File: src/rtl/core/cmpr_pkg.sv
// Shared types and constants for the CAN multi-frame packet reassembler.
// Holds the result record, status and file-action codes, and register indexes.
// No dependencies; imported by cmpr_out_reg, the top level and the testbench.
`default_nettype none

package cmpr_pkg;

  // Identifier match and frame numbering.
  localparam logic [31:0] ID_MASK      = 32'hffffff00;
  localparam logic [7:0]  FN_START     = 8'h01;
  localparam logic [7:0]  FN_MID_LO    = 8'h02;
  localparam logic [7:0]  FN_MID_HI    = 8'h0c;
  localparam logic [7:0]  FN_LAST      = 8'hff;

  // Header bytes that open the first frame of a packet.
  localparam logic [7:0]  HDR_BYTE0    = 8'h1b;
  localparam logic [7:0]  HDR_BYTE1    = 8'h01;

  // Longest packet that fits in sixteen output words.
  localparam logic [7:0]  MAX_PKT_LEN  = 8'd128;

  // Configuration reset values.
  localparam logic [31:0] MATCH_ID_RST = 32'h19fff000;
  localparam logic [7:0]  PKT_LEN_RST  = 8'd98;
  localparam logic [7:0]  FILE_LIM_RST = 8'd130;

  typedef enum logic [1:0] {
    REG_MATCH_ID   = 2'd0,
    REG_PKT_LEN    = 2'd1,
    REG_FILE_LIMIT = 2'd2
  } cfg_reg_t;

  typedef enum logic [2:0] {
    ST_OTHER_ID   = 3'd0,
    ST_BAD_HEADER = 3'd1,
    ST_BAD_FRAME  = 3'd2,
    ST_APPENDED   = 3'd3,
    ST_LEN_ERROR  = 3'd4,
    ST_COMPLETE   = 3'd5
  } status_t;

  typedef enum logic [1:0] {
    ACT_NONE    = 2'd0,
    ACT_START   = 2'd1,
    ACT_APPEND  = 2'd2,
    ACT_TOO_BIG = 2'd3
  } action_t;

  // One result record as handed to the output register.
  typedef struct packed {
    logic        accepted;
    status_t     status;
    action_t     file_action;
    logic [7:0]  packet_index;
    logic [63:0] out_word;
    logic [3:0]  out_bytes;
    logic        last;
  } res_t;

endpackage

`default_nettype wire

File: src/rtl/core/cmpr_buffer.sv
// Packet buffer: one synchronous memory of 8-byte rows with byte-lane write
// enables and a registered read port. No package use.
`default_nettype none

module cmpr_buffer #(
  parameter int ROWS = 16
) (
  input  wire logic                    clk,
  input  wire logic                    wr_en,
  input  wire logic [$clog2(ROWS)-1:0] wr_row,
  input  wire logic [7:0]              wr_be,
  input  wire logic [63:0]             wr_data,
  input  wire logic                    rd_en,
  input  wire logic [$clog2(ROWS)-1:0] rd_row,
  output logic      [63:0]             rd_data
);

  logic [63:0] mem [ROWS];

  // Byte-lane write.
  always_ff @(posedge clk) begin
    if (wr_en) begin
      for (int l = 0; l < 8; l++) begin
        if (wr_be[l]) begin
          mem[wr_row][8*l +: 8] <= wr_data[8*l +: 8];
        end
      end
    end
  end

  // Registered read.
  always_ff @(posedge clk) begin
    if (rd_en) begin
      rd_data <= mem[rd_row];
    end
  end

endmodule

`default_nettype wire

File: src/rtl/core/cmpr_out_reg.sv
// Output register for result records: decouples the sequencer from the
// master stream and packs the record into tdata. Uses cmpr_pkg.
`default_nettype none

module cmpr_out_reg
  import cmpr_pkg::*;
(
  input  wire logic        clk,
  input  wire logic        rst,
  input  wire logic        push_valid,
  input  res_t             push_res,
  output logic             push_ready,
  output logic             m_axis_tvalid,
  input  wire logic        m_axis_tready,
  // tdata from bit 0 up: accepted, status, file_action, packet_index,
  // out_word, out_bytes, zero fill
  output logic [87:0]      m_axis_tdata,
  output logic             m_axis_tlast
);

  logic held_valid;
  res_t held;

  // The register takes a new record when it is empty or being drained.
  assign push_ready = !held_valid || m_axis_tready;

  always_ff @(posedge clk) begin
    if (rst) begin
      held_valid <= 1'b0;
    end else if (push_ready) begin
      held_valid <= push_valid;
    end
  end

  always_ff @(posedge clk) begin
    if (push_valid && push_ready) begin
      held <= push_res;
    end
  end

  // Stream side.
  assign m_axis_tvalid = held_valid;
  assign m_axis_tlast  = held.last;
  assign m_axis_tdata  = {6'd0, held.out_bytes, held.out_word, held.packet_index,
                          held.file_action, held.status, held.accepted};

endmodule

`default_nettype wire

File: src/rtl/core/can_multiframe_packet_reassembler.sv
// Top level of the CAN multi-frame packet reassembler: configuration
// registers, frame sequencer, and instances of cmpr_buffer and cmpr_out_reg.
// Uses cmpr_pkg.
//
//   port group   dir  payload                                  handshake
//   s_axis       in   can_id[31:0], frame_data[95:32]           tvalid/tready
//   m_axis       out  result record, tlast = last               tvalid/tready
//   cfg          in   cfg_addr register index, cfg_wdata         cfg_we
//
// A frame that only appends passes through decode, the buffer write states WR_LO and WR_HI
// (a frame's bytes may span two 8-byte rows) and a result push. A completing frame
// replaces the push with a check state and, for each of up to sixteen output words, a
// read issue (the memory read is registered) and then a push. Output stalls hold the
// sequencer at its push states; one frame is in work at a time. Reset clears the count
// and flags only; the buffer has no clearing pass because bytes are read only below
// the byte count.
`default_nettype none

module can_multiframe_packet_reassembler
  import cmpr_pkg::*;
#(
  parameter int BUFFER_DEPTH = 128
) (
  input  wire logic        clk,
  input  wire logic        rst,
  input  wire logic        cfg_we,
  input  wire logic [1:0]  cfg_addr,
  input  wire logic [31:0] cfg_wdata,
  input  wire logic        s_axis_tvalid,
  output logic             s_axis_tready,
  // tdata from bit 0 up: can_id, frame_data
  input  wire logic [95:0] s_axis_tdata,
  output logic             m_axis_tvalid,
  input  wire logic        m_axis_tready,
  // tdata from bit 0 up: accepted, status, file_action, packet_index,
  // out_word, out_bytes, zero fill
  output logic [87:0]      m_axis_tdata,
  output logic             m_axis_tlast
);

  localparam int ROWS = (BUFFER_DEPTH + 7) / 8;
  localparam int RW   = $clog2(ROWS);
  localparam int CW   = $clog2(BUFFER_DEPTH + 1);
  localparam int LW   = (CW > 8) ? CW : 8;

  typedef enum logic [2:0] {
    IDLE, DECODE, WR_LO, WR_HI, CHECK, RD_ISSUE, RD_WAIT, RESP
  } state_t;

  state_t      state;
  logic [31:0] match_id;
  logic [7:0]  pkt_len;
  logic [7:0]  file_limit;

  logic [31:0] frm_id;
  logic [63:0] frm_data;
  logic [63:0] payload;
  logic [3:0]  n_push;
  logic        is_last_frame;
  logic [CW-1:0] cnt;
  logic        ovf;
  logic        res_acc;
  status_t     res_status;
  logic [3:0]  k;
  logic [7:0]  idx_q;

  // Configuration writes.
  always_ff @(posedge clk) begin
    if (rst) begin
      match_id   <= MATCH_ID_RST;
      pkt_len    <= PKT_LEN_RST;
      file_limit <= FILE_LIM_RST;
    end else if (cfg_we) begin
      unique case (cfg_reg_t'(cfg_addr))
        REG_MATCH_ID:   match_id   <= cfg_wdata;
        REG_PKT_LEN:    pkt_len    <= cfg_wdata[7:0];
        REG_FILE_LIMIT: file_limit <= cfg_wdata[7:0];
        default: ;
      endcase
    end
  end

  // Frame decode from the captured frame.
  logic [7:0] fn;
  logic       id_match;
  logic       hdr_ok;
  assign fn       = frm_id[7:0];
  assign id_match = (frm_id & ID_MASK) == (match_id & ID_MASK);
  assign hdr_ok   = (frm_data[7:0] == HDR_BYTE0) && (frm_data[15:8] == HDR_BYTE1);

  // Placement of the pending bytes: byte i lands at address cnt + i, which is
  // lane (cnt + i) mod 8 of the current row or of the next one.
  logic [CW-1:0] avail;
  logic [CW-1:0] stored;
  logic [2:0]    off;
  logic [7:0]    be_lo;
  logic [7:0]    be_hi;
  logic [63:0]   rot_data;
  logic [RW-1:0] row_lo;
  logic [RW-1:0] row_hi;

  assign avail    = CW'(BUFFER_DEPTH) - cnt;
  assign stored   = (CW'(n_push) > avail) ? avail : CW'(n_push);
  assign off      = cnt[2:0];
  assign row_lo   = cnt[RW+2:3];
  assign row_hi   = row_lo + RW'(1);
  assign rot_data = (payload << {off, 3'b000}) | (payload >> (7'd64 - {1'b0, off, 3'b000}));

  always_comb begin
    logic [3:0] pos;
    logic       take;
    be_lo = '0;
    be_hi = '0;
    for (int i = 0; i < 8; i++) begin
      pos  = {1'b0, off} + 4'(i);
      take = (4'(i) < n_push) && (CW'(i) < avail);
      if (pos[3]) begin
        be_hi[pos[2:0]] = take;
      end else begin
        be_lo[pos[2:0]] = take;
      end
    end
  end

  // Completion check.
  logic len_err;
  assign len_err = ovf || (LW'(cnt) != LW'(pkt_len)) || (pkt_len == 8'd0) ||
                   (pkt_len > MAX_PKT_LEN);

  // Word assembly during read-out.
  logic [63:0] rd_data;
  logic [8:0]  len_p7;
  logic [4:0]  nwords;
  logic [7:0]  rem;
  logic [3:0]  nbytes;
  logic [63:0] word_masked;
  logic [7:0]  idx_cur;
  action_t     action;
  logic        word_last;

  assign len_p7    = {1'b0, pkt_len} + 9'd7;
  assign nwords    = len_p7[7:3] | {len_p7[8], 4'd0};
  assign rem       = pkt_len - {1'b0, k, 3'b000};
  assign nbytes    = (rem >= 8'd8) ? 4'd8 : rem[3:0];
  assign idx_cur   = (k == 4'd0) ? rd_data[7:0] : idx_q;
  assign word_last = ({1'b0, k} + 5'd1) == nwords;

  always_comb begin
    for (int j = 0; j < 8; j++) begin
      word_masked[8*j +: 8] = (4'(j) < nbytes) ? rd_data[8*j +: 8] : 8'd0;
    end
  end

  always_comb begin
    if (idx_cur == 8'd0) begin
      action = ACT_START;
    end else if (idx_cur < file_limit) begin
      action = ACT_APPEND;
    end else begin
      action = ACT_TOO_BIG;
    end
  end

  // Result record toward the output register.
  logic push_valid;
  logic push_ready;
  res_t push_res;

  always_comb begin
    push_valid = 1'b0;
    push_res   = '{accepted: res_acc, status: res_status, file_action: ACT_NONE,
                   packet_index: 8'd0, out_word: 64'd0, out_bytes: 4'd0, last: 1'b1};
    if (state == RESP) begin
      push_valid = 1'b1;
    end else if (state == RD_WAIT) begin
      push_valid = 1'b1;
      push_res   = '{accepted: 1'b1, status: ST_COMPLETE, file_action: action,
                     packet_index: idx_cur, out_word: word_masked,
                     out_bytes: nbytes, last: word_last};
    end
  end

  // Buffer port control.
  logic          buf_we;
  logic [RW-1:0] buf_wrow;
  logic [7:0]    buf_be;
  logic          buf_re;
  logic [RW-1:0] buf_rrow;

  assign buf_be   = (state == WR_HI) ? be_hi : be_lo;
  assign buf_wrow = (state == WR_HI) ? row_hi : row_lo;
  assign buf_we   = ((state == WR_LO) || (state == WR_HI)) && (|buf_be);
  assign buf_re   = (state == RD_ISSUE);
  assign buf_rrow = RW'(k);

  assign s_axis_tready = (state == IDLE);

  // Sequencer. Writes and reads of the buffer sit in separate states, so no
  // read can overlap a pending write to the same row.
  always_ff @(posedge clk) begin
    if (rst) begin
      state <= IDLE;
      cnt   <= '0;
      ovf   <= 1'b0;
    end else begin
      unique case (state)
        IDLE: begin
          if (s_axis_tvalid) begin
            frm_id   <= s_axis_tdata[31:0];
            frm_data <= s_axis_tdata[95:32];
            state    <= DECODE;
          end
        end
        DECODE: begin
          if (!id_match) begin
            res_acc    <= 1'b0;
            res_status <= ST_OTHER_ID;
            state      <= RESP;
          end else if (fn == FN_START) begin
            if (!hdr_ok) begin
              res_acc    <= 1'b0;
              res_status <= ST_BAD_HEADER;
              state      <= RESP;
            end else begin
              // A valid first frame restarts the packet.
              cnt           <= '0;
              ovf           <= 1'b0;
              payload       <= {16'd0, frm_data[63:16]};
              n_push        <= 4'd6;
              is_last_frame <= 1'b0;
              res_acc       <= 1'b1;
              res_status    <= ST_APPENDED;
              state         <= WR_LO;
            end
          end else if ((fn >= FN_MID_LO) && (fn <= FN_MID_HI)) begin
            payload       <= frm_data;
            n_push        <= 4'd8;
            is_last_frame <= 1'b0;
            res_acc       <= 1'b1;
            res_status    <= ST_APPENDED;
            state         <= WR_LO;
          end else if (fn == FN_LAST) begin
            payload       <= frm_data;
            n_push        <= 4'd4;
            is_last_frame <= 1'b1;
            state         <= WR_LO;
          end else begin
            res_acc    <= 1'b0;
            res_status <= ST_BAD_FRAME;
            state      <= RESP;
          end
        end
        WR_LO: begin
          state <= WR_HI;
        end
        WR_HI: begin
          cnt <= cnt + stored;
          if (CW'(n_push) > avail) begin
            ovf <= 1'b1;
          end
          state <= is_last_frame ? CHECK : RESP;
        end
        CHECK: begin
          if (len_err) begin
            res_acc    <= 1'b0;
            res_status <= ST_LEN_ERROR;
            state      <= RESP;
          end else begin
            k     <= 4'd0;
            state <= RD_ISSUE;
          end
        end
        RD_ISSUE: begin
          state <= RD_WAIT;
        end
        RD_WAIT: begin
          if (push_ready) begin
            if (k == 4'd0) begin
              idx_q <= rd_data[7:0];
            end
            if (word_last) begin
              state <= IDLE;
            end else begin
              k     <= k + 4'd1;
              state <= RD_ISSUE;
            end
          end
        end
        RESP: begin
          if (push_ready) begin
            state <= IDLE;
          end
        end
        default: state <= IDLE;
      endcase
    end
  end

  cmpr_buffer #(
    .ROWS (ROWS)
  ) u_buffer (
    .clk     (clk),
    .wr_en   (buf_we),
    .wr_row  (buf_wrow),
    .wr_be   (buf_be),
    .wr_data (rot_data),
    .rd_en   (buf_re),
    .rd_row  (buf_rrow),
    .rd_data (rd_data)
  );

  cmpr_out_reg u_out_reg (
    .clk           (clk),
    .rst           (rst),
    .push_valid    (push_valid),
    .push_res      (push_res),
    .push_ready    (push_ready),
    .m_axis_tvalid (m_axis_tvalid),
    .m_axis_tready (m_axis_tready),
    .m_axis_tdata  (m_axis_tdata),
    .m_axis_tlast  (m_axis_tlast)
  );

  // The byte count never passes the buffer size.
  assert property (@(posedge clk) disable iff (rst) cnt <= CW'(BUFFER_DEPTH))
    else $error("byte count beyond buffer depth");

  // Overflow is only flagged once the buffer is completely full.
  assert property (@(posedge clk) disable iff (rst) ovf |-> (cnt == CW'(BUFFER_DEPTH)))
    else $error("overflow flag set with room left in buffer");

  // The buffer is never written and read in the same cycle.
  assert property (@(posedge clk) disable iff (rst) !(buf_we && buf_re))
    else $error("buffer write and read overlap");

  // Once a frame is taken, no other frame is taken in the next cycle.
  assert property (@(posedge clk) disable iff (rst)
                   (s_axis_tvalid && s_axis_tready) |=> !s_axis_tready)
    else $error("second frame taken while decoding");

endmodule

`default_nettype wire

File: config.mk
export PLATFORM = sky130hd
export DESIGN_NAME = can_multiframe_packet_reassembler
export DESIGN_NICKNAME = d
export VERILOG_FILES = /design/src/rtl/core/cmpr_pkg.sv /design/src/rtl/core/cmpr_buffer.sv /design/src/rtl/core/cmpr_out_reg.sv /design/src/rtl/core/can_multiframe_packet_reassembler.sv
export SDC_FILE = /design/constraint.sdc
export NUM_CORES = 2
export LEC_CHECK = 0
export BUFFER_PORTS_ARGS = -buffer_cell sky130_fd_sc_hd__buf_4
export CORE_UTILIZATION = 55
export DETAILED_ROUTE_END_ITERATION = 10
export PLACE_DENSITY_LB_ADDON = 0.05
export SETUP_SLACK_MARGIN = 0.1
export SLEW_MARGIN = 30
export SYNTH_ARGS = -nofsm -noshare
export SYNTH_HDL_FRONTEND = slang
export SYNTH_HIERARCHICAL = 1
export SYNTH_SLANG_ARGS = --single-unit
File: constraint.sdc
create_clock -name clk -period 12.5 [get_ports clk]
set_clock_uncertainty 0.05 [all_clocks]
set_input_delay 0.625 -clock clk [delete_from_list [all_inputs] [get_ports clk]]
set_output_delay 0.625 -clock clk [all_outputs]
set_load 0.01 [all_outputs]
==> metrics.csv <==
metric;value;unit
drc;10;
antenna_found_initial;4;
status;finished, violations left;
fin_tns_setup;0;ps
clock_sinks;1404;
async_reset_ff_share;0;%
synth_top_family_by_area;multiplexers;
postCtsSetupRepairBufs;0;
internal_power;8.53;mW
dr.pass1.iters;11;
worst_ir_drop_vdd;0.125;mV
die_area;108000;um^2
num_vias;34600;
nFillCells;7311;
r2r_slack;5920;ps
routed_wl;163000;um
drt_iter0_drc;3886;
critPathLaunch;cnt[0];
ys.flop_type;edfxtp_1;
final_cell_mix;1351 x edfxtp_1, 393 x nand2_1, 306 x mux4_2;
min-delay-start;cfg_wdata[16];
fin_crit_sh;52.6;%
relSlewSlack;30.5;%
final_antenna_net_count;0;
fp-row-count;119;
finalInstanceArea;68000;um^2
viasPerCell;6.45;
crit_type;flip-flop to flip-flop;
path_cells;inv_1 > buf_4 > ha_4 > buf_4 > nand2_1 > nor2_1 > a31oi_1 > o221ai_1 > o311ai_0 > nor4b_1 > a31oi_2 > nand2_1 > nor2_1;
yosysUniqueCellTypes;82;
coreArea;106000;um^2
synth_edf_count;1351;
area_growth;15.5;%
grt_start_max_net_pins;170;
grt_pass1_wl;237000;um
cpLargestDelayFamily;simple AND/OR/NAND/NOR gates;
synthAdderAreaFrac;0.578;%
startpoint_type;flip-flop;
cp.buffers_inverters;3;
grt_usage;30.6;%
nets;4027;
yosysSeqAreaShare;70.7;%
clock-root-buffer;clkbuf_16;
yosys.area_share.simple;7.16;%
synth-compound-area-share;5.55;%
p_sw_share;26.4;%
overflow;0;
grt_pass1_vias;34400;
finalCriticalPeriod;6580;ps
drive_gt1_share;23.1;%
path_clk_slew;70;ps
p_seq_share;48.5;%
violations;design-rule violations;
pwr-share-clk;36.0;%
clk_path_buf_depth;3;
cts_htree_levels;4;
avgSynthCellArea;16.6;um^2
finalHoldViolations;0;
cp.required;12830;ps
synthMuxAreaShare;13.2;%
insertion_delay;760;ps
p_per_area;170;nW/um^2
ios;226;
hold_class;primary input to flip-flop;
start_util;55.7;%
cp_max_fo;69;
dpl_cell_area;62400;um^2
synth_xor_area_share;0.773;%
ys_ff_latch;1404;
crit_arrival;6910;ps
maxCapViolCount;0;
synthCells;3549;
clock.fmax;152;MHz
cp_slowest_cell;nor2_1;
numCtsBuffers;141;
synth_area;58900;um^2
netSwitchingPower;3.06;mW
power_leakage;22.4;nW
cts_tree;yes;
pwr-share-comb;15.5;%
die_w;329;um
yosysWarnings;6;
rsz0062_at_grt;no;
gp_congestion;0.948;
endpoint_kind;flip-flop;
fp.dieH;329;um
portBuffers;219;
reg2reg_from;cnt[0];
drv_slew;0;
max_stage_delay;820;ps
finalSetupViolCount;0;
final_core_util;64.4;%
layout_commonest_cell;edfxtp_1;
max_slew.worst_pin.slew;1040;ps
wl_per_cell;30.3;um
hpwlAfterDp;104000;um
power;11.6;mW
## synthesized netlist by cell type, drive strengths merged, types with 5 or more instances
cell type,n,area share [%]
edfxtp,1351,69
nand2,395,2.5
mux4,306,12
nor2,235,1.5
clkbuf,142,0.91
a22oi,131,1.7
buf,88,0.83
and2,86,0.92
a21oi,84,0.72
mux2i,74,1.3
o21ai,74,0.63
dfxtp,53,1.8
inv,44,0.28
nand3,36,0.31
a31oi,32,0.34
nor3,32,0.30
xnor2,31,0.46
ha,24,0.51
o22ai,24,0.25
nor2b,22,0.23
xor2,21,0.31
nand2b,19,0.21
nand3b,17,0.22
nand4,17,0.18
o211ai,17,0.22
a211oi,16,0.20
nor4,16,0.23
and3,14,0.15
mux2,14,0.27
a21o,11,0.14
o221ai,11,0.16
a221o,10,0.17
a22o,8,0.12
nor4b,6,0.089
or2,6,0.064
a221oi,5,0.074
a32oi,5,0.074
nor3b,5,0.072
## area by class of cell
| cell class | count | area [um^2] | area share (%) |
|---|---|---|---|
| diodes | 1 | 2.50 | 0.00368 |
| multi-input cells | 1875 | 16600 | 24.3 |
| well taps | 1391 | 1740 | 2.56 |
| clock inverters | 87 | 875 | 1.29 |
| clock buffers | 167 | 3710 | 5.45 |
| repair buffers | 399 | 3340 | 4.91 |
| flip-flops and latches | 1404 | 41600 | 61.2 |
| inverters | 45 | 169 | 0.248 |
## power groups by stage
stage	clock (mW)	sequential (mW)	combinational, mW
floorplan	0	5.70	1.02
global placement	0	5.71	1.72
detailed placement	0	5.71	1.75
CTS	4.24	5.62	1.77
global route	4.40	5.63	1.89
finish	4.18	5.62	1.80
## per-layer routing
layer	share of wire, %	GRT usage (%)	up-vias
li1	-	-	14700
met1	40	42.9	17600
met2	47	47.8	2018
met3	9.3	6.27	300
met4	3.9	11.9	0
met5	0	0	-
## sequential cells by signal, summed over array words and instances (netlist names), 3 cells and up
register	count
payload	64
match_id	24
frm_id	32
u_buffer/mem	1024
u_out_reg/m_axis_tdata	82
idx_q	8
pkt_len	8
file_limit	8
res_status	3
buf_rrow	4
u_buffer/rd_data	64
cnt	8
state	3
n_push	3
frm_data	64
## path summary, 6_finish.rpt
kind                           to  cells past startpoint
min reg2reg          match_id[29]                      2
min                  match_id[16]                      3
max          u_buffer/mem[11][61]                     13
max reg2reg  u_buffer/mem[11][61]                     13
## cells by family (layout without fill, tap and decap cells)
family,Yosys count,after routing
AO/OA/AOI/OAI,479,479
XOR/XNOR,52,52
adder cells (fa/ha/maj),26,26
buffers and inverters,275,698
flip-flops,1404,1404
multiplexers,394,394
other,1,7
AND/OR/NAND/NOR,918,918
## stage by stage
stage	worst slack [ps]	hold WS (ps)	std cells
after floorplan	983	398	3554
after global placement	6230	406	5014
after detailed placement	6020	413	5015
after CTS	6020	7.72	5366
after global routing	5670	38.1	5368
final	5920	52.4	5369
## tightest hold or removal path, stage by stage
cell      delay [ps]
buf_4             80
nand2_1           40
nand3b_1          70
## repair_timing
item                      CTS  global route
gates resized for setup     0             0
hold endpoints to repair   97             0
hold buffers               97             0
No activity file was read; power rests on OpenSTA's default activity.
